### src/rtl/core/plucked_string_synth_assert.svh
// assertion macros, compiled out for synthesis
`ifndef PLUCKED_STRING_SYNTH_ASSERT_SVH
`define PLUCKED_STRING_SYNTH_ASSERT_SVH

`ifndef SYNTHESIS

// property checked at every clock edge outside reset
`define PSS_ASSERT(lbl, prop, msg) \
  lbl: assert property (@(posedge clk) disable iff (rst) (prop)) else $error(msg);

// condition in one cycle implies a property in the next cycle
`define PSS_ASSERT_NEXT(lbl, cond, prop, msg) \
  lbl: assert property (@(posedge clk) disable iff (rst) (cond) |=> (prop)) else $error(msg);

`else

`define PSS_ASSERT(lbl, prop, msg)
`define PSS_ASSERT_NEXT(lbl, cond, prop, msg)

`endif

`endif

### src/rtl/core/pss_pkg.sv
`timescale 1ns / 1ps

package pss_pkg;

  localparam int SAMPLE_W = 24;
  localparam int FRAC_W   = 12;
  localparam int NOISE_W  = 13;
  localparam int LEVEL_W  = 11;
  localparam int LEN_W    = 11;

  localparam logic [LEN_W-1:0] LEN_RESET = 11'd200;

  // command codes
  localparam logic CMD_TICK  = 1'b0;
  localparam logic CMD_PLUCK = 1'b1;

  typedef logic signed [SAMPLE_W-1:0] sample_t;
  // two guard bits for sums and differences of samples
  typedef logic signed [SAMPLE_W+1:0] wide_t;

  localparam wide_t SAT_HI = wide_t'(8388607);
  localparam wide_t SAT_LO = wide_t'(-8388608);

  // one queued request, classified by the front end
  typedef struct packed {
    logic                      pluck;
    logic                      add_noise;
    logic signed [NOISE_W-1:0] noise;
    logic [LEVEL_W-1:0]        level;
  } op_t;

  function automatic sample_t sat_sample(input wide_t v);
    sample_t r;
    if (v > SAT_HI) begin
      r = sample_t'(SAT_HI);
    end else if (v < SAT_LO) begin
      r = sample_t'(SAT_LO);
    end else begin
      r = sample_t'(v);
    end
    return r;
  endfunction

endpackage

### src/rtl/core/pss_queue.sv
`timescale 1ns / 1ps
`include "plucked_string_synth_assert.svh"

module pss_queue import pss_pkg::*; #(
  parameter int AW = 10
) (
  input  logic          clk,
  input  logic          rst,
  input  logic          push,
  input  op_t           push_op,
  input  logic [AW-1:0] push_addr,
  output logic          full,
  input  logic          pop,
  output logic          head_valid,
  output op_t           head_op,
  output logic [AW-1:0] head_addr
);

  localparam int DEPTH = 2;
  localparam int PTR_W = $clog2(DEPTH);
  localparam int CNT_W = $clog2(DEPTH + 1);

  op_t           ops   [DEPTH];
  logic [AW-1:0] addrs [DEPTH];
  logic [PTR_W-1:0] wr_ptr;
  logic [PTR_W-1:0] rd_ptr;
  logic [CNT_W-1:0] count;

  assign full       = (count == CNT_W'(DEPTH));
  assign head_valid = (count != '0);
  assign head_op    = ops[rd_ptr];
  assign head_addr  = addrs[rd_ptr];

  always_ff @(posedge clk) begin
    if (push) begin
      ops[wr_ptr]   <= push_op;
      addrs[wr_ptr] <= push_addr;
    end
  end

  always_ff @(posedge clk) begin
    if (rst) begin
      wr_ptr <= '0;
      rd_ptr <= '0;
      count  <= '0;
    end else begin
      if (push) begin
        wr_ptr <= wr_ptr + PTR_W'(1);
      end
      if (pop) begin
        rd_ptr <= rd_ptr + PTR_W'(1);
      end
      if (push && !pop) begin
        count <= count + CNT_W'(1);
      end else if (pop && !push) begin
        count <= count - CNT_W'(1);
      end
    end
  end

  `PSS_ASSERT(a_no_pop_empty, !pop || head_valid, "pop from empty queue")
  `PSS_ASSERT(a_no_push_full, !push || !full, "push into full queue")

endmodule

### config.mk
export PLATFORM = sky130hd
export DESIGN_NAME = pss_queue
export DESIGN_NICKNAME = d
export VERILOG_FILES = /design/src/rtl/core/pss_pkg.sv /design/src/rtl/core/pss_queue.sv
export VERILOG_INCLUDE_DIRS = /design/src /design/src/rtl/core
export SDC_FILE = /design/constraint.sdc
export NUM_CORES = 1
export LEC_CHECK = 0
export ABC_AREA = 1
export BUFFER_PORTS_ARGS = -buffer_cell sky130_fd_sc_hd__buf_2
export CORE_AREA = 2 2 81 83
export DETAILED_ROUTE_END_ITERATION = 8
export DIE_AREA = 0 0 83 85
export GPL_ROUTABILITY_DRIVEN = 1
export HOLD_SLACK_MARGIN = 0.03
export PLACE_DENSITY = 0.81
export RECOVER_POWER = 100
export SYNTH_ARGS = -nofsm -noshare
export SYNTH_HDL_FRONTEND = slang
export SYNTH_SLANG_ARGS = --single-unit
### constraint.sdc
create_clock -name clk -period 7.1 [get_ports clk]
set_clock_uncertainty 0.05 [all_clocks]
set_input_delay 0.355 -clock clk [delete_from_list [all_inputs] [get_ports clk]]
set_output_delay 0.355 -clock clk [all_outputs]
set_load 0.03 [all_outputs]
==> out/results.ini <==
[clocking]
postCtsHoldBufs = 0
htree_levels = 3
cts_tree = built
clock_sinks = 77
cts_setup_buffers = 0
cts_max_path_buffers = 2
cts_resized = 0
path_clk_slew_ns = 0.08
numCtsBuffers = 9
clock_latency_ns = 0.33
root_buffer = clkbuf_8

[yosys]
ys_types = 16
avgSynthCellArea_sq_um = 20.5
synth.most_common_cell = edfxtp_1
synth_top_cells_by_count = edfxtp_1, mux2_4, inv_1
synth-seq-cells = 77
ys_warn_count = 0
synth_top_area_share_pct = 72.6
async_reset_ff_share_pct = 0
synthFlopType = edfxtp_1
synth_edf_count = 72
synth_nets = 186
synth_area_sq_mm = 0.00298
synthTopCellsByArea = edfxtp_1, mux2_4, dfxtp_1
seq_area_frac_synth_pct = 76.0
synthCells = 145
synth_top_area_cell = edfxtp_1

[outcome]
violations = max-capacitance violations, max-slew violations
outcome = finished, violations left

[sta]
worst_pin_slew_ns = 3.11
setup_viol = 0
finalCritPeriodShare_pct = 43.4
timing.fmax_ghz = 0.324
fin_crit_ns = 3.08
hold_viol_final = 0
rsz0062_at_grt = false
max_slew_margin_pct = -108
holdWs_ns = 0.143
slew_violations = 74
tns_ns = 0

[final_layout]
final_area_sq_mm = 0.00347
antenna_cells = 0
layoutNonFillerInstCount = 312
drive_gt1_share_pct = 31.1
final_nets = 271
area_growth_pct = 16.4

[placed_design]
port_buffers = 77
dp.cells = 296
place_area_sq_mm = 0.00340
dp_hpwl_mm = 2.96
gp_congestion = 0.663

[setup_path]
cp.buffers_inverters = 0
r2r_slack_ns = 4.02
max_stage_delay_ns = 2.26
arrival_ns = 2.92
reg2regPathDepth = 1
r2r_end = addrs[0][6]$_DFFE_PP_
slowest_stage = nor2_1
cp_max_fo = 36
crit_family = simple AND/OR/NAND/NOR gates
critPathLaunchType = flip-flop
timing.rr.start = wr_ptr$_SDFFE_PP0P_
cp.required_ns = 6.94
crit_type = reg -> reg
end_kind = flip-flop
crit_chain = nor2_1

[floorplan]
die_x_um = 83
core-area_sq_mm = 0.00620
top_level_ports = 78
initial_core_util_pct = 48.0
fp.dieH_um = 85
rows = 29
die_area_sq_mm = 0.00706

[route]
routedWlPerCell_um = 14.7
drt-pass1-iter-count = 4
drt-total-wl_mm = 4.59
drc = 0
drtIter0Drc = 105
viasPerCell = 4.79
vias = 1496
ant_nets = 0

[hold_path]
min_from = push_op[24]
worst_hold_path.num_cells = 1
hp-class = in -> reg
holdPathEnd = ops[1][24]$_DFFE_PP_

[grt]
grt_start_max_net_pins = 37
gr-total-overflow = 0
use_met2_pct = 22.4
grt_use_total_pct = 13.6
grt-busiest-layer = met2
antenna_found_initial = 0
grt_pass1_wl_mm = 7.05
grtUsageMet3_pct = 4.47
grt.met1_usage_pct = 15.3
first_global_vias = 1518

[pwr]
p_clk_share_pct = 34.4
cellPowerDensity_mw_per_mm2 = 291
combPwrFrac_pct = 12.1
swShare_pct = 24.3
p_int_mw = 0.763
leakagePower_nw = 1.29
ir_worst_vdd_v = 0.000162
p_seq_share_pct = 53.4
p_total_mw = 1.01
p_sw_mw = 0.245

[job]
maxCapViolations = 2

## per-stage QoR
step | worst slack [ns] | utilization [%]
after floorplan | 4.71 | -
after global placement | 5.00 | 54.9
after detailed placement | 5.00 | 54.9
after CTS | 4.61 | 58.3
after global routing | 3.73 | 55.9
final | 4.02 | 55.9
## registers in the layout, indices dropped and copies added (netlist names), named ones only
name	cells
ops	52
wr_ptr	1
count	2
rd_ptr	1
addrs	20
## area by class of cell
class | count | area [sq um]
flip-flops and latches | 77 | 2260
multi-input cells | 55 | 502
fillers | 525 | 2740
clock inverters | 6 | 87.6
repair buffers | 78 | 358
inverters | 9 | 33.8
well taps | 77 | 96.3
clock buffers | 10 | 128
## power by group through the flow
stage                     sequential [mW]  clock, mW  combinational [mW]
after global placement              0.550          0               0.140
after CTS                           0.542      0.356               0.143
after global routing                0.542      0.374               0.132
final                               0.539      0.347               0.122
after detailed placement            0.552          0               0.142
after floorplan                     0.539          0               0.118
## metal layers
metal	wire length (um)	part of all wire, %
met1	1930	42
met4	97	2.1
met5	0	0
met2	2260	49
met3	304	6.6
## how the worst max path moves through the flow
stage	endpoint	slack, ns	cells past startpoint	from
2_1_floorplan	addrs[0][0]$_DFFE_PP_	4.71	2	push
3_3_place_gp	head_op[25]	5.00	2	flip-flop
3_5_place_dp	head_op[5]	5.00	2	flip-flop
4_1_cts	head_op[5]	4.61	2	flip-flop
5_1_grt	ops[0][25]$_DFFE_PP_	3.73	1	wr_ptr$_SDFFE_PP0P_
6_report	addrs[0][6]$_DFFE_PP_	4.02	1	wr_ptr$_SDFFE_PP0P_
## cell families after synthesis
| group | after synthesis | synth area share, % |
|---|---|---|
| AND/OR/NAND/NOR | 15 | 2.06 |
| AO/OA/AOI/OAI | 2 | 0.336 |
| adder cells (fa/ha/maj) | 1 | 0.420 |
| XOR/XNOR | 1 | 0.294 |
| multiplexers | 36 | 17.4 |
| buffers and inverters | 13 | 3.53 |
| flip-flops | 77 | 76.0 |
## cells in the final DEF (no fill, tap or decap), types with 2 or more instances in the layout
master / Yosys / layout
inv_1: 9 / 9
bufinv_16: 0 / 2
mux2_2: 6 / 6
nand2_1: 6 / 6
dfxtp_1: 5 / 5
mux2_1: 0 / 29
clkinvlp_4: 0 / 2
clkbuf_1: 0 / 27
nor2_1: 6 / 6
buf_2: 0 / 52
clkbuf_8: 0 / 9
edfxtp_1: 72 / 72
No activity file was read; power rests on OpenSTA's default activity.
