==> src/rtl/core/plucked_string_synth_assert.svh <==
// assertion macros, compiled out for synthesis
`ifndef PLUCKED_STRING_SYNTH_ASSERT_SVH
`define PLUCKED_STRING_SYNTH_ASSERT_SVH

`ifndef SYNTHESIS

// property checked at every clock edge outside reset
`define PSS_ASSERT(lbl, prop, msg) \
  lbl: assert property (@(posedge clk) disable iff (rst) (prop)) else $error(msg);

// condition in one cycle implies a property in the next cycle
`define PSS_ASSERT_NEXT(lbl, cond, prop, msg) \
  lbl: assert property (@(posedge clk) disable iff (rst) (cond) |=> (prop)) else $error(msg);

`else

`define PSS_ASSERT(lbl, prop, msg)
`define PSS_ASSERT_NEXT(lbl, cond, prop, msg)

`endif

`endif

==> src/rtl/core/pss_pkg.sv <==
`timescale 1ns / 1ps

package pss_pkg;

  localparam int SAMPLE_W = 24;
  localparam int FRAC_W   = 12;
  localparam int NOISE_W  = 13;
  localparam int LEVEL_W  = 11;
  localparam int LEN_W    = 11;

  localparam logic [LEN_W-1:0] LEN_RESET = 11'd200;

  // command codes
  localparam logic CMD_TICK  = 1'b0;
  localparam logic CMD_PLUCK = 1'b1;

  typedef logic signed [SAMPLE_W-1:0] sample_t;
  // two guard bits for sums and differences of samples
  typedef logic signed [SAMPLE_W+1:0] wide_t;

  localparam wide_t SAT_HI = wide_t'(8388607);
  localparam wide_t SAT_LO = wide_t'(-8388608);

  // one queued request, classified by the front end
  typedef struct packed {
    logic                      pluck;
    logic                      add_noise;
    logic signed [NOISE_W-1:0] noise;
    logic [LEVEL_W-1:0]        level;
  } op_t;

  function automatic sample_t sat_sample(input wide_t v);
    sample_t r;
    if (v > SAT_HI) begin
      r = sample_t'(SAT_HI);
    end else if (v < SAT_LO) begin
      r = sample_t'(SAT_LO);
    end else begin
      r = sample_t'(v);
    end
    return r;
  endfunction

endpackage

==> src/rtl/core/pss_front.sv <==
`timescale 1ns / 1ps
`include "plucked_string_synth_assert.svh"

module pss_front import pss_pkg::*; #(
  parameter int DELAY_DEPTH = 1024
) (
  input  logic                      clk,
  input  logic                      rst,
  input  logic                      delay_length_write,
  input  logic [LEN_W-1:0]          delay_length,
  input  logic                      cmd_valid,
  output logic                      cmd_stall,
  input  logic                      cmd,
  input  logic signed [NOISE_W-1:0] noise_sample,
  input  logic [LEVEL_W-1:0]        pluck_level,
  output logic                      push,
  output op_t                       push_op,
  output logic [$clog2(DELAY_DEPTH)-1:0] push_addr,
  input  logic                      full
);

  localparam int AW = $clog2(DELAY_DEPTH);
  localparam int PW = $clog2(DELAY_DEPTH + 1);
  localparam int CW = (PW > LEN_W) ? PW : LEN_W;
  localparam logic [CW-1:0] DEPTH_C = CW'(DELAY_DEPTH);

  logic [LEN_W-1:0] delay_len;
  logic [PW-1:0]    position;
  logic             excite;

  logic [CW-1:0] len_ext;
  logic [CW-1:0] eff_len;
  logic          wrap;
  logic [AW-1:0] addr;
  logic          accept;

  assign cmd_stall = full;
  assign accept    = cmd_valid && !full;
  assign push      = accept;

  // zero length acts as one, long lengths clamp to the store depth
  always_comb begin
    len_ext = CW'(delay_len);
    if (len_ext == '0) begin
      eff_len = CW'(1);
    end else if (len_ext > DEPTH_C) begin
      eff_len = DEPTH_C;
    end else begin
      eff_len = len_ext;
    end
    wrap = CW'(position) >= eff_len;
    addr = wrap ? '0 : position[AW-1:0];
  end

  always_comb begin
    push_op.pluck     = (cmd == CMD_PLUCK);
    push_op.add_noise = excite && !wrap;
    push_op.noise     = noise_sample;
    push_op.level     = pluck_level;
    push_addr         = addr;
  end

  always_ff @(posedge clk) begin
    if (rst) begin
      delay_len <= LEN_RESET;
      position  <= '0;
      excite    <= 1'b1;
    end else begin
      if (delay_length_write) begin
        delay_len <= delay_length;
      end
      if (accept) begin
        if (cmd == CMD_PLUCK) begin
          excite <= 1'b0;
        end else begin
          position <= PW'(addr) + PW'(1);
          if (wrap) begin
            excite <= 1'b0;
          end
        end
      end
    end
  end

  `PSS_ASSERT_NEXT(a_pluck_ends_excite, accept && cmd == CMD_PLUCK, !excite, "pluck left excitation on")
  `PSS_ASSERT_NEXT(a_excite_stays_off, !excite, !excite, "excitation came back without reset")

endmodule

==> config.mk <==
export PLATFORM = sky130hd
export DESIGN_NAME = pss_front
export DESIGN_NICKNAME = d
export VERILOG_FILES = /design/src/rtl/core/pss_pkg.sv /design/src/rtl/core/pss_front.sv
export VERILOG_INCLUDE_DIRS = /design/src /design/src/rtl/core
export SDC_FILE = /design/constraint.sdc
export NUM_CORES = 1
export LEC_CHECK = 0
export BUFFER_PORTS_ARGS = -buffer_cell sky130_fd_sc_hd__buf_2
export CAP_MARGIN = 20
export CORE_ASPECT_RATIO = 1.25
export CORE_MARGIN = 3
export CORE_UTILIZATION = 25
export DETAILED_ROUTE_END_ITERATION = 8
export GPL_TIMING_DRIVEN = 0
export SYNTH_ARGS = -nofsm -noshare
export SYNTH_HDL_FRONTEND = slang
export SYNTH_SLANG_ARGS = --single-unit
==> constraint.sdc <==
create_clock -name clk -period 3.4 [get_ports clk]
set_input_delay 0.34 -clock clk [delete_from_list [all_inputs] [get_ports clk]]
set_output_delay 0.34 -clock clk [all_outputs]
set_load 0.01 [all_outputs]
==> impl_metrics.py, run 1 <==
metrics = {
    "status": {
        "status": "finished clean",
    },
    "timing": {
        "hold_violations": 0,
        "fraction_of_the_cycle_the_final_worst_path_needs_pct": 92.7,
        "final.setup.tns_ns": 0,
        "grt_setup_unrepaired": "no",
        "slew_headroom_pct": 57.9,
        "max_freq_ghz": 0.317,
        "report.final.setup_viol": 0,
        "finalMaxSlewViolations": 0,
        "worstMarginPinSlew_ns": 0.631,
        "timing.final.crit_period_ns": 3.15,
        "worst_clock_skew_ns": 0.00466,
        "fin_ws_ns": 0.249,
    },
    "power": {
        "vdd_drop_max_v": 0.000187,
        "power.static_leakage_nw": 1.00,
        "power.total_mw": 0.580,
        "power.density_cell_area_nw_per_um2": 277,
    },
    "placed_design": {
        "preCtsSetupSlack_ns": -0.0548,
        "globalplace.congestion": 0.805,
        "dpl.hpwl_mm": 3.12,
        "numPortBuffers": 54,
    },
    "critical_path": {
        "r2r.worst_path.cells": 16,
        "worst_ep_required_time_ns": 3.60,
        "reg2reg_from": "delay_len[5]",
        "end_kind": "flip-flop",
        "worst-endpoint-arrival_ns": 3.35,
        "r2r_end": "position[10]",
        "worstPathMaxFanout": 10,
        "timing.setup.critical_path_class": "reg -> reg",
        "reg2reg_setup_slack_ns": 0.25,
        "worst_setup_path_start_kind": "flip-flop",
    },
    "logic_synthesis": {
        "synthesis.nets": 249,
        "async_reset_ff_share_pct": 0,
        "synth_top_area_share_pct": 28.8,
        "synth.ff_latch_count": 23,
        "syn-cell-area_um2": 1600,
        "ys_dominant_reg_cell": "dfxtp_1",
        "synth.yosys.seq_area_share_pct": 28.7,
        "number_of_synthesis_warnings": 0,
        "ys_top_cells_by_area": "dfxtp_1, buf_4, ha_1",
        "synth-edff-count": 0,
        "synth_largest_area_cell": "dfxtp_1",
        "post_synth.cell_area_avg_um2": 8.17,
        "synthCells": 196,
        "synthDistinctLibCells": 44,
    },
    "route": {
        "wl_per_cell_um": 11.3,
        "drc_viols": 0,
        "route.vias.total": 1524,
        "final_antenna_net_count": 0,
        "drt_first_pass_iters": 4,
        "routed_wl_mm": 3.87,
        "drt_iter0_drc": 35,
        "routed_via_density": 4.44,
    },
    "floorplan": {
        "chip_width_um": 77.6,
        "starting_density_pct": 25.8,
        "placeableCoreArea_um2": 6210,
        "design.die.area_um2": 7410,
        "io_pins": 79,
        "count_of_standard_cell_rows": 32,
        "die_h_um": 95.5,
    },
    "grt": {
        "grt_antenna_before_repair": 0,
        "number_of_global_route_vias_before_repair": 1350,
        "grt_overflow_total": 0,
        "grt_start_max_net_pins": 13,
        "grt_first_pass_wirelength_mm": 5.97,
        "gr-usage-all-layers_pct": 9.92,
    },
    "clock_tree": {
        "h-tree-depth": 1,
        "post_cts_hold_buffer_count": 0,
        "clk_pin_slew_ns": 0.08,
        "tritoncts": "built",
        "cts_buffers": 3,
        "clockRootBuffer": "clkbuf_8",
        "ctsLongestPathBuffers": 2,
        "latest_clock_arrival_within_the_worst_skew_pair_ns": 0.26,
        "tritoncts_num_sinks": 23,
    },
    "worst_hold_path": {
        "hold_path_end": "delay_len[3]",
        "hold_start": "delay_length[3]",
        "hold_path.class": "in -> reg",
        "worst_hold_path.num_cells": 2,
    },
    "final_layout": {
        "num-nets-final": 312,
        "layout-area-overhead-vs-synth_pct": 30.7,
        "post_route_cells_drive_above_1_share_pct": 42.2,
        "finish.utilization_pct": 33.7,
        "num_antenna_cells": 0,
    },
    "job": {
        "cap_violations": 0,
    },
}
[layout make-up]
class                           instances  area [um2]
Clock buffer                            4        45.0
Multi-Input combinational cell        132         917
Fill cell                             660        4110
Timing Repair Buffer                   58         300
Tap cell                               85         106
Inverter                                9        37.5
Sequential cell                        23         460
Buffer                                 32         226
[cell usage in the layout (no fill, tap or decap), types with 3 or more instances in the layout]
cell      Yosys  final
buf_2         2     55
buf_4        27     32
dfxtp_1      23     23
nand2_1      19     19
nor2_1       17     16
ha_1         12     12
a21oi_1      10     10
nand3_1      11      9
inv_1         8      8
mux2i_1       8      8
a31oi_1       7      7
nor2b_1       5      5
and3_1        4      4
nand3_2       1      3
clkbuf_1      2      3
nand3b_1      3      3
a211o_1       3      3
clkbuf_8      0      3
[worst max path at each step]
stage                  from           end  slack (ns)  cells past startpoint
2_1_floorplan  delay_len[5]  position[10]        0.38                     16
3_3_place_gp   delay_len[5]  position[10]       -0.06                     16
3_5_place_dp   delay_len[5]  position[10]       -0.05                     16
4_1_cts        delay_len[5]  position[10]        0.11                     16
5_1_grt        delay_len[5]  position[10]       0.009                     16
6_report       delay_len[5]  position[10]        0.25                     16
[cell usage after synthesis, types with 2 or more instances]
| cell | instances |
|---|---|
| nand3_1 | 11 |
| nand2_1 | 19 |
| nand4_1 | 2 |
| or4_1 | 2 |
| nand2_2 | 2 |
| buf_2 | 2 |
| or3_1 | 2 |
| buf_4 | 27 |
| inv_1 | 8 |
| a211o_1 | 3 |
| and3_1 | 4 |
| dfxtp_1 | 23 |
| o21ai_1 | 2 |
| ha_1 | 12 |
| nor4_1 | 2 |
| nor2_1 | 17 |
| mux2i_1 | 8 |
| clkbuf_1 | 2 |
| nand3b_1 | 3 |
| a21oi_1 | 10 |
| a31oi_1 | 7 |
| nor2b_1 | 5 |
| or3_2 | 2 |
[sequential cells by signal, indices dropped and copies added (netlist names)]
name / cells
delay_len: 11
position: 11
excite: 1
[per-layer routing]
metal  routed length (um)  global-route usage, %
met5                    0                      0
met4                   31                   2.23
met3                  231                   2.55
met2                 1960                   18.4
met1                 1650                   11.4
[timing repair]
| item | 4_1_cts | 5_1_grt |
|---|---|---|
| endpoints found under the setup margin | 2 | 2 |
| hold endpoints to repair | 0 | 0 |
| resized for setup | 0 | 9 |
| setup buffers | 1 | 3 |
| pin swaps | 1 | 1 |
[through the flow]
| stage | instance area (um2) | hold slack, ns | std cells |
|---|---|---|---|
| after detailed placement | 1980 | 0.455 | 335 |
| after floorplan | 1600 | 0.436 | 196 |
| final | 2090 | 0.279 | 343 |
| after CTS | 2030 | 0.269 | 340 |
| after global routing | 2090 | 0.267 | 343 |
| after global placement | 1980 | 0.450 | 335 |
[power by group]
part           leakage, nW  switching [mW]  internal, mW
Combinational        0.793          0.0584        0.0637
Sequential           0.188         0.00888         0.279
Clock               0.0228          0.0862        0.0837
Total                 1.00           0.153         0.427
[logic make-up after synthesis]
kind of cell / share of synthesized area [%]
flops: 28.7
fa+ha+maj: 9.37
simple gates: 29.3
compound gates: 11.5
mux: 5.00
buf+inv: 16.1
[worst max-delay path, stage by stage, from the launching register on]
cell and delay, ns:
dfxtp_1 0.34, nor4_2 0.28, a31oi_1 0.13, nor2_1 0.10, ha_1 0.23, nor2b_1 0.10
o21ai_1 0.10, a21oi_2 0.18, nand2_2 0.11, buf_4 0.19, nor2_2 0.11, ha_1 0.21
nand3_2 0.13, nor4_4 0.29, nand3_2 0.12, or3_1 0.33, a21oi_1 0.14
Power figures use the tool's default switching activity.
==> run 2, diff against run 1 <==
- RECOVER_POWER: not set -> 50
==> impl_metrics.py, run 2 (synthesis results as in run 1) <==
metrics = {
    "route": {
        "routed_wl_mm": 3.89,
        "drt_first_pass_iters": 4,
        "drc_viols": 0,
        "drt_iter0_drc": 34,
        "final_antenna_net_count": 0,
        "routed_via_density": 4.42,
        "wl_per_cell_um": 11.3,
        "route.vias.total": 1517,
    },
    "floorplan": {
        "placeableCoreArea_um2": 6210,
        "design.die.area_um2": 7410,
        "count_of_standard_cell_rows": 32,
        "die_h_um": 95.5,
        "starting_density_pct": 25.8,
        "io_pins": 79,
        "chip_width_um": 77.6,
    },
    "final_layout": {
        "layout-area-overhead-vs-synth_pct": 28.6,
        "num_antenna_cells": 0,
        "final_cell_mix": "buf_4, clkbuf_1, buf_2",
        "post_route_cells_drive_above_1_share_pct": 31.8,
        "layout_top_registers": "delay_len x11, position x11, excite x1",
        "num-nets-final": 312,
        "fillerInstances": 678,
        "mostFrequentLayoutCell": "buf_4",
        "layout.cell_area.non_filler_um2": 2060,
    },
    "status": {
        "status": "finished clean",
    },
    "timing": {
        "fraction_of_the_cycle_the_final_worst_path_needs_pct": 92.7,
        "final.setup.tns_ns": 0,
        "minimum_hold_slack_ns": 0.280,
        "grt_setup_unrepaired": "no",
        "worstMarginPinSlew_ns": 0.621,
        "timing.final.crit_period_ns": 3.15,
        "worst_clock_skew_ns": 0.00450,
        "slew_headroom_pct": 58.6,
        "hold_violations": 0,
        "report.final.setup_viol": 0,
        "finalMaxSlewViolations": 0,
        "max_freq_ghz": 0.317,
    },
    "grt": {
        "grt_first_pass_wirelength_mm": 5.97,
        "gr-usage-all-layers_pct": 9.92,
        "number_of_global_route_vias_before_repair": 1350,
        "grt_overflow_total": 0,
        "grt_start_max_net_pins": 13,
        "grt_antenna_before_repair": 0,
    },
    "power": {
        "vdd_drop_max_v": 0.000186,
        "power.total_mw": 0.576,
        "power.density_cell_area_nw_per_um2": 280,
        "power.static_leakage_nw": 0.930,
    },
    "clock_tree": {
        "ctsLongestPathBuffers": 2,
        "cts_buffers": 3,
        "tritoncts": "built",
        "clk_pin_slew_ns": 0.08,
        "post_cts_hold_buffer_count": 0,
        "clockRootBuffer": "clkbuf_8",
        "tritoncts_num_sinks": 23,
        "latest_clock_arrival_within_the_worst_skew_pair_ns": 0.26,
        "h-tree-depth": 1,
    },
    "worst_hold_path": {
        "hold_start": "delay_length[7]",
        "hold_path_end": "delay_len[7]",
        "worst_hold_path.num_cells": 2,
        "hold_path.class": "in -> reg",
    },
    "critical_path": {
        "reg2reg_from": "delay_len[5]",
        "worstPathMaxFanout": 10,
        "worst-endpoint-arrival_ns": 3.35,
        "crit_path_cell_trace": "nor4_2, a31oi_1, nor2_1, ha_1, nor2b_1, o21ai_1, a21oi_2, nand2_2, buf_4, nor2_2, ha_1, nand3_2, nor4_4, nand3_2, or3_1, a21oi_1",
        "cp_slowest_cell": "dfxtp_1",
        "end_kind": "flip-flop",
        "reg2reg_setup_slack_ns": 0.25,
        "worst_ep_required_time_ns": 3.60,
        "r2r.worst_path.cells": 16,
        "worst_setup_path_start_kind": "flip-flop",
        "r2r_end": "position[10]",
        "timing.setup.critical_path_class": "reg -> reg",
        "slowest_delay_ns": 0.34,
    },
    "placed_design": {
        "globalplace.congestion": 0.805,
        "detailed_place.area_um2": 1980,
        "dpl.hpwl_mm": 3.12,
        "numPortBuffers": 54,
    },
    "job": {
        "cap_violations": 0,
    },
}
run 2: area by class of cell:
cell class	count	area (um2)	area share, %
inverters	9	37.5	1.82
multi-input cells	132	917	44.5
flip-flops and latches	23	460	22.4
well taps	85	106	5.16
clock buffers	4	45.0	2.19
plain buffers	32	226	11.0
repair buffers	58	267	12.9
run 2: report_power, final:
group / internal, mW / switching [mW] / leakage [nW]
logic: 0.0592 / 0.0591 / 0.719
clock network: 0.0837 / 0.0863 / 0.0228
registers: 0.279 / 0.00883 / 0.188
run 2: what timing repair did:
action,4_1_cts,5_1_grt
endpoints found under the setup margin,2,2
setup buffers,1,3
pin swaps,1,1
gates resized for setup,0,9
run 2: how the worst max path moves through the flow:
stage                             from      endpoint  slack [ns]  cells past startpoint
after floorplan           delay_len[5]  position[10]        0.38                     16
after global placement    delay_len[5]  position[10]       -0.06                     16
after detailed placement  delay_len[5]  position[10]       -0.05                     16
after CTS                 delay_len[5]  position[10]        0.11                     16
after global routing      delay_len[5]  position[10]       0.009                     16
final                     delay_len[5]  position[10]        0.25                     16
run 2: worst max-delay path: cells and delay by family (launching register included):
family / cells / cell delay [ns]
buf+inv: 1 / 0.19
simple gates: 9 / 1.57
flops: 1 / 0.34
compound gates: 4 / 0.55
fa+ha+maj: 2 / 0.44
run 2: stage by stage:
stage               instances  setup slack (ns)  util, %
finish                    343             0.249     33.2
global route              343           0.00902     33.2
CTS                       340             0.114     32.7
detailed placement        335           -0.0548     31.9
global placement          335           -0.0566     31.9
floorplan                 196             0.382        -
run 2: layer usage:
metal / vias up / global-route usage [%] / part of all wire, %
met1: 681 / 11.4 / 43
met2: 50 / 18.4 / 50
met3: 4 / 2.55 / 6.2
li1: 782 / - / -
met4: 0 / 2.23 / 0.80
met5: - / 0 / 0
==> run 3, diff against run 2 <==
- ABC_AREA: not set -> 1
==> impl_metrics.py, run 3 <==
metrics = {
    "final_layout": {
        "num_antenna_cells": 0,
        "mostFrequentLayoutCell": "nand2_1",
        "area.sequential_um2": 460,
        "multiInputGateArea_um2": 956,
        "num-nets-final": 372,
        "fillerInstances": 745,
        "post_route_cells_drive_above_1_share_pct": 27.0,
        "layout_top_registers": "delay_len x11, position x11, excite x1",
        "final_cell_mix": "nand2_1, nor2_1, inv_1",
        "layout.cell_area.non_filler_um2": 2190,
        "layout-area-overhead-vs-synth_pct": 27.4,
    },
    "logic_synthesis": {
        "synth-adder-area-share_pct": 8.74,
        "synth_top_area_share_pct": 26.8,
        "synthCells": 256,
        "ys_dominant_reg_cell": "dfxtp_1",
        "async_reset_ff_share_pct": 0,
        "synthDistinctLibCells": 27,
        "synth-edff-count": 0,
        "xor_xnor_share_of_the_synthesized_area_pct": 0,
        "syn-cell-area_um2": 1720,
        "synth.yosys.seq_area_share_pct": 26.8,
        "synthesis.nets": 309,
        "compound_gate_portion_of_the_synthesized_area_pct": 9.18,
        "synth_simple_gate_area_share_pct": 34.7,
        "main_combinational_cell_family_by_area_after_synthesis": "simple AND/OR/NAND/NOR gates",
        "synth.mux.area_fraction_pct": 0,
        "synth.ff_latch_count": 23,
        "synth_largest_area_cell": "dfxtp_1",
        "yosysMostFrequentCell": "nand2_1",
        "synth.top_cells.by_count": "nand2_1, nor2_1, inv_1",
        "post_synth.cell_area_avg_um2": 6.71,
        "ys_top_cells_by_area": "dfxtp_1, buf_4, nand2_1",
        "number_of_synthesis_warnings": 0,
    },
    "critical_path": {
        "end_kind": "flip-flop",
        "crit_path_cell_trace": "nor4_2, and2_1, nand3_1, nand2_2, nand2_1, ha_1, nand2_1, nor2_1, nor2_1, nor2_4, nor2_8, nand2_8, nor2_4, ha_1, nand2_1, inv_1, nand4_1, nor2_4, nand3_1, nand2_1, inv_1, nor2_1",
        "worst_ep_required_time_ns": 3.61,
        "slowest_delay_ns": 0.34,
        "worst_setup_path_start_kind": "flip-flop",
        "cp_slowest_cell": "dfxtp_1",
        "critical_path.most_common_cell": "nand2_1",
        "setup.worst_path.end": "position[8]",
        "worstPathBufferInverterCount": 2,
        "r2r.worst_path.cells": 22,
        "r2r_end": "position[8]",
        "worstPathMaxFanout": 9,
        "reg2reg_setup_slack_ns": 0.31,
        "path_depth": 22,
        "timing.setup.critical_path_class": "reg -> reg",
        "worst_setup_path_startpoint": "delay_len[4]",
        "reg2reg_from": "delay_len[4]",
        "worst-endpoint-arrival_ns": 3.30,
        "worst_path_dominant_cell_family": "simple AND/OR/NAND/NOR gates",
    },
    "job": {
        "cap_violations": 0,
    },
    "power": {
        "cell_internal_pwr_mw": 0.424,
        "share_clk_of_total_power_pct": 29.7,
        "vdd_drop_max_v": 0.000131,
        "power.static_leakage_nw": 1.09,
        "seqPwrFrac_pct": 48.2,
        "power.density_cell_area_nw_per_um2": 274,
        "power_frac_comb_pct": 22.1,
        "p_sw_mw": 0.175,
        "switching_share_pct": 29.3,
    },
    "placed_design": {
        "preCtsSetupSlack_ns": 0.0701,
        "globalplace.congestion": 0.831,
        "dpl.hpwl_mm": 3.40,
        "numPortBuffers": 54,
        "detailed_place.area_um2": 2100,
    },
    "clock_tree": {
        "clockRootBuffer": "clkbuf_8",
        "h-tree-depth": 1,
        "ctsLongestPathBuffers": 2,
        "tritoncts": "built",
        "post_cts_hold_buffer_count": 0,
        "clk_pin_slew_ns": 0.09,
        "latest_clock_arrival_within_the_worst_skew_pair_ns": 0.27,
        "cts_buffers": 3,
        "tritoncts_num_sinks": 23,
    },
    "floorplan": {
        "die_h_um": 98.7,
        "placeableCoreArea_um2": 6610,
        "starting_density_pct": 26.0,
        "io_pins": 79,
        "design.die.area_um2": 7910,
        "count_of_standard_cell_rows": 33,
        "chip_width_um": 80.1,
    },
    "grt": {
        "grt_start_max_net_pins": 13,
        "grt_overflow_total": 0,
        "number_of_global_route_vias_before_repair": 1633,
        "grt_first_pass_wirelength_mm": 6.99,
        "grt_antenna_before_repair": 0,
        "gr-usage-all-layers_pct": 11.0,
    },
    "worst_hold_path": {
        "hold_path.class": "in -> reg",
        "hold_start": "delay_length[7]",
    },
    "timing": {
        "worst_clock_skew_ns": 0.00572,
        "fraction_of_the_cycle_the_final_worst_path_needs_pct": 90.8,
        "fin_ws_ns": 0.312,
        "worstMarginPinSlew_ns": 0.524,
        "max_freq_ghz": 0.324,
        "slew_headroom_pct": 65.1,
        "timing.final.crit_period_ns": 3.09,
        "finalMaxSlewViolations": 0,
        "hold_violations": 0,
        "report.final.setup_viol": 0,
    },
    "route": {
        "drc_viols": 0,
        "drt_iter0_drc": 80,
        "routed_wl_mm": 4.27,
        "route.vias.total": 1749,
        "final_antenna_net_count": 0,
        "routed_via_density": 4.32,
        "drt_first_pass_iters": 4,
        "wl_per_cell_um": 10.5,
    },
    "status": {
        "status": "finished clean",
    },
}
run 3: changes by cell type in the layout (fill, tap and decap cells not counted), sizes merged, moves of 6 or more:
cell / delta
nor2: +32
nor2b: -6
and3: -6
nand2: +30
o21ai: +9
a31oi: -7
mux2i: -8
inv: +30
run 3: how the worst min path moves through the flow:
stage / slack [ns] / to / cells after the start
after floorplan: 0.41 / position[10] / 1
after global placement: 0.46 / delay_len[6] / 2
after detailed placement: 0.48 / delay_len[6] / 2
after CTS: 0.27 / delay_len[7] / 3
after global routing: 0.29 / delay_len[3] / 3
final: 0.27 / delay_len[7] / 3
run 3: kinds of logic (layout without fill, tap and decap cells):
logic type,Yosys count,after routing
and+or+nand+nor,125,125
AOI/OAI and AO/OA,28,28
adders and majority gates,12,12
DFF,23,23
buffers and inverters,68,130
run 3: power groups by stage:
| stage | Combinational [mW] | Clock [mW] | Sequential [mW] |
|---|---|---|---|
| after floorplan | 0.0910 | 0 | 0.292 |
| after CTS | 0.133 | 0.186 | 0.288 |
| after global routing | 0.150 | 0.193 | 0.291 |
| final | 0.133 | 0.178 | 0.289 |
| after detailed placement | 0.132 | 0 | 0.294 |
| after global placement | 0.130 | 0 | 0.294 |
run 3: final cells by class:
class | count | share of cell area, %
inverter | 38 | 6.52
timing repair buffer | 58 | 12.1
sequential | 23 | 21.0
clock buffer | 4 | 2.06
tap | 87 | 4.97
buffer | 30 | 9.61
multi-input combinational | 165 | 43.7
run 3: per-layer routing:
metal,vias to the layer above,part of all wire [%],wire (um),track usage (%)
met1,772,41,1750,12.9
met4,0,2.2,93,4.16
met3,9,8.0,343,2.38
met2,62,49,2080,19.3
met5,-,0,0,0
li1,906,-,-,-
run 3: tightest hold or removal path, cell delays in order:
cell and delay (ns):
buf_2 0.08, nand2_1 0.04, nand3_1 0.06
run 3: per-stage QoR:
step / std cells / setup TNS [ns] / power, mW / util [%] / hold WS [ns]
after floorplan: 256 / 0 / 0.383 / - / 0.409
final: 405 / 0 / 0.600 / 33.1 / 0.271
after detailed placement: 397 / 0 / 0.427 / 31.7 / 0.475
after CTS: 401 / 0 / 0.607 / 32.4 / 0.268
after global routing: 405 / -0.0266 / 0.634 / 33.1 / 0.286
after global placement: 397 / 0 / 0.424 / 31.7 / 0.465
run 3: timing repair:
item / in CTS / in global routing
endpoints found under the setup margin: 0 / 7
resized for setup: 0 / 11
setup buffers: 0 / 4
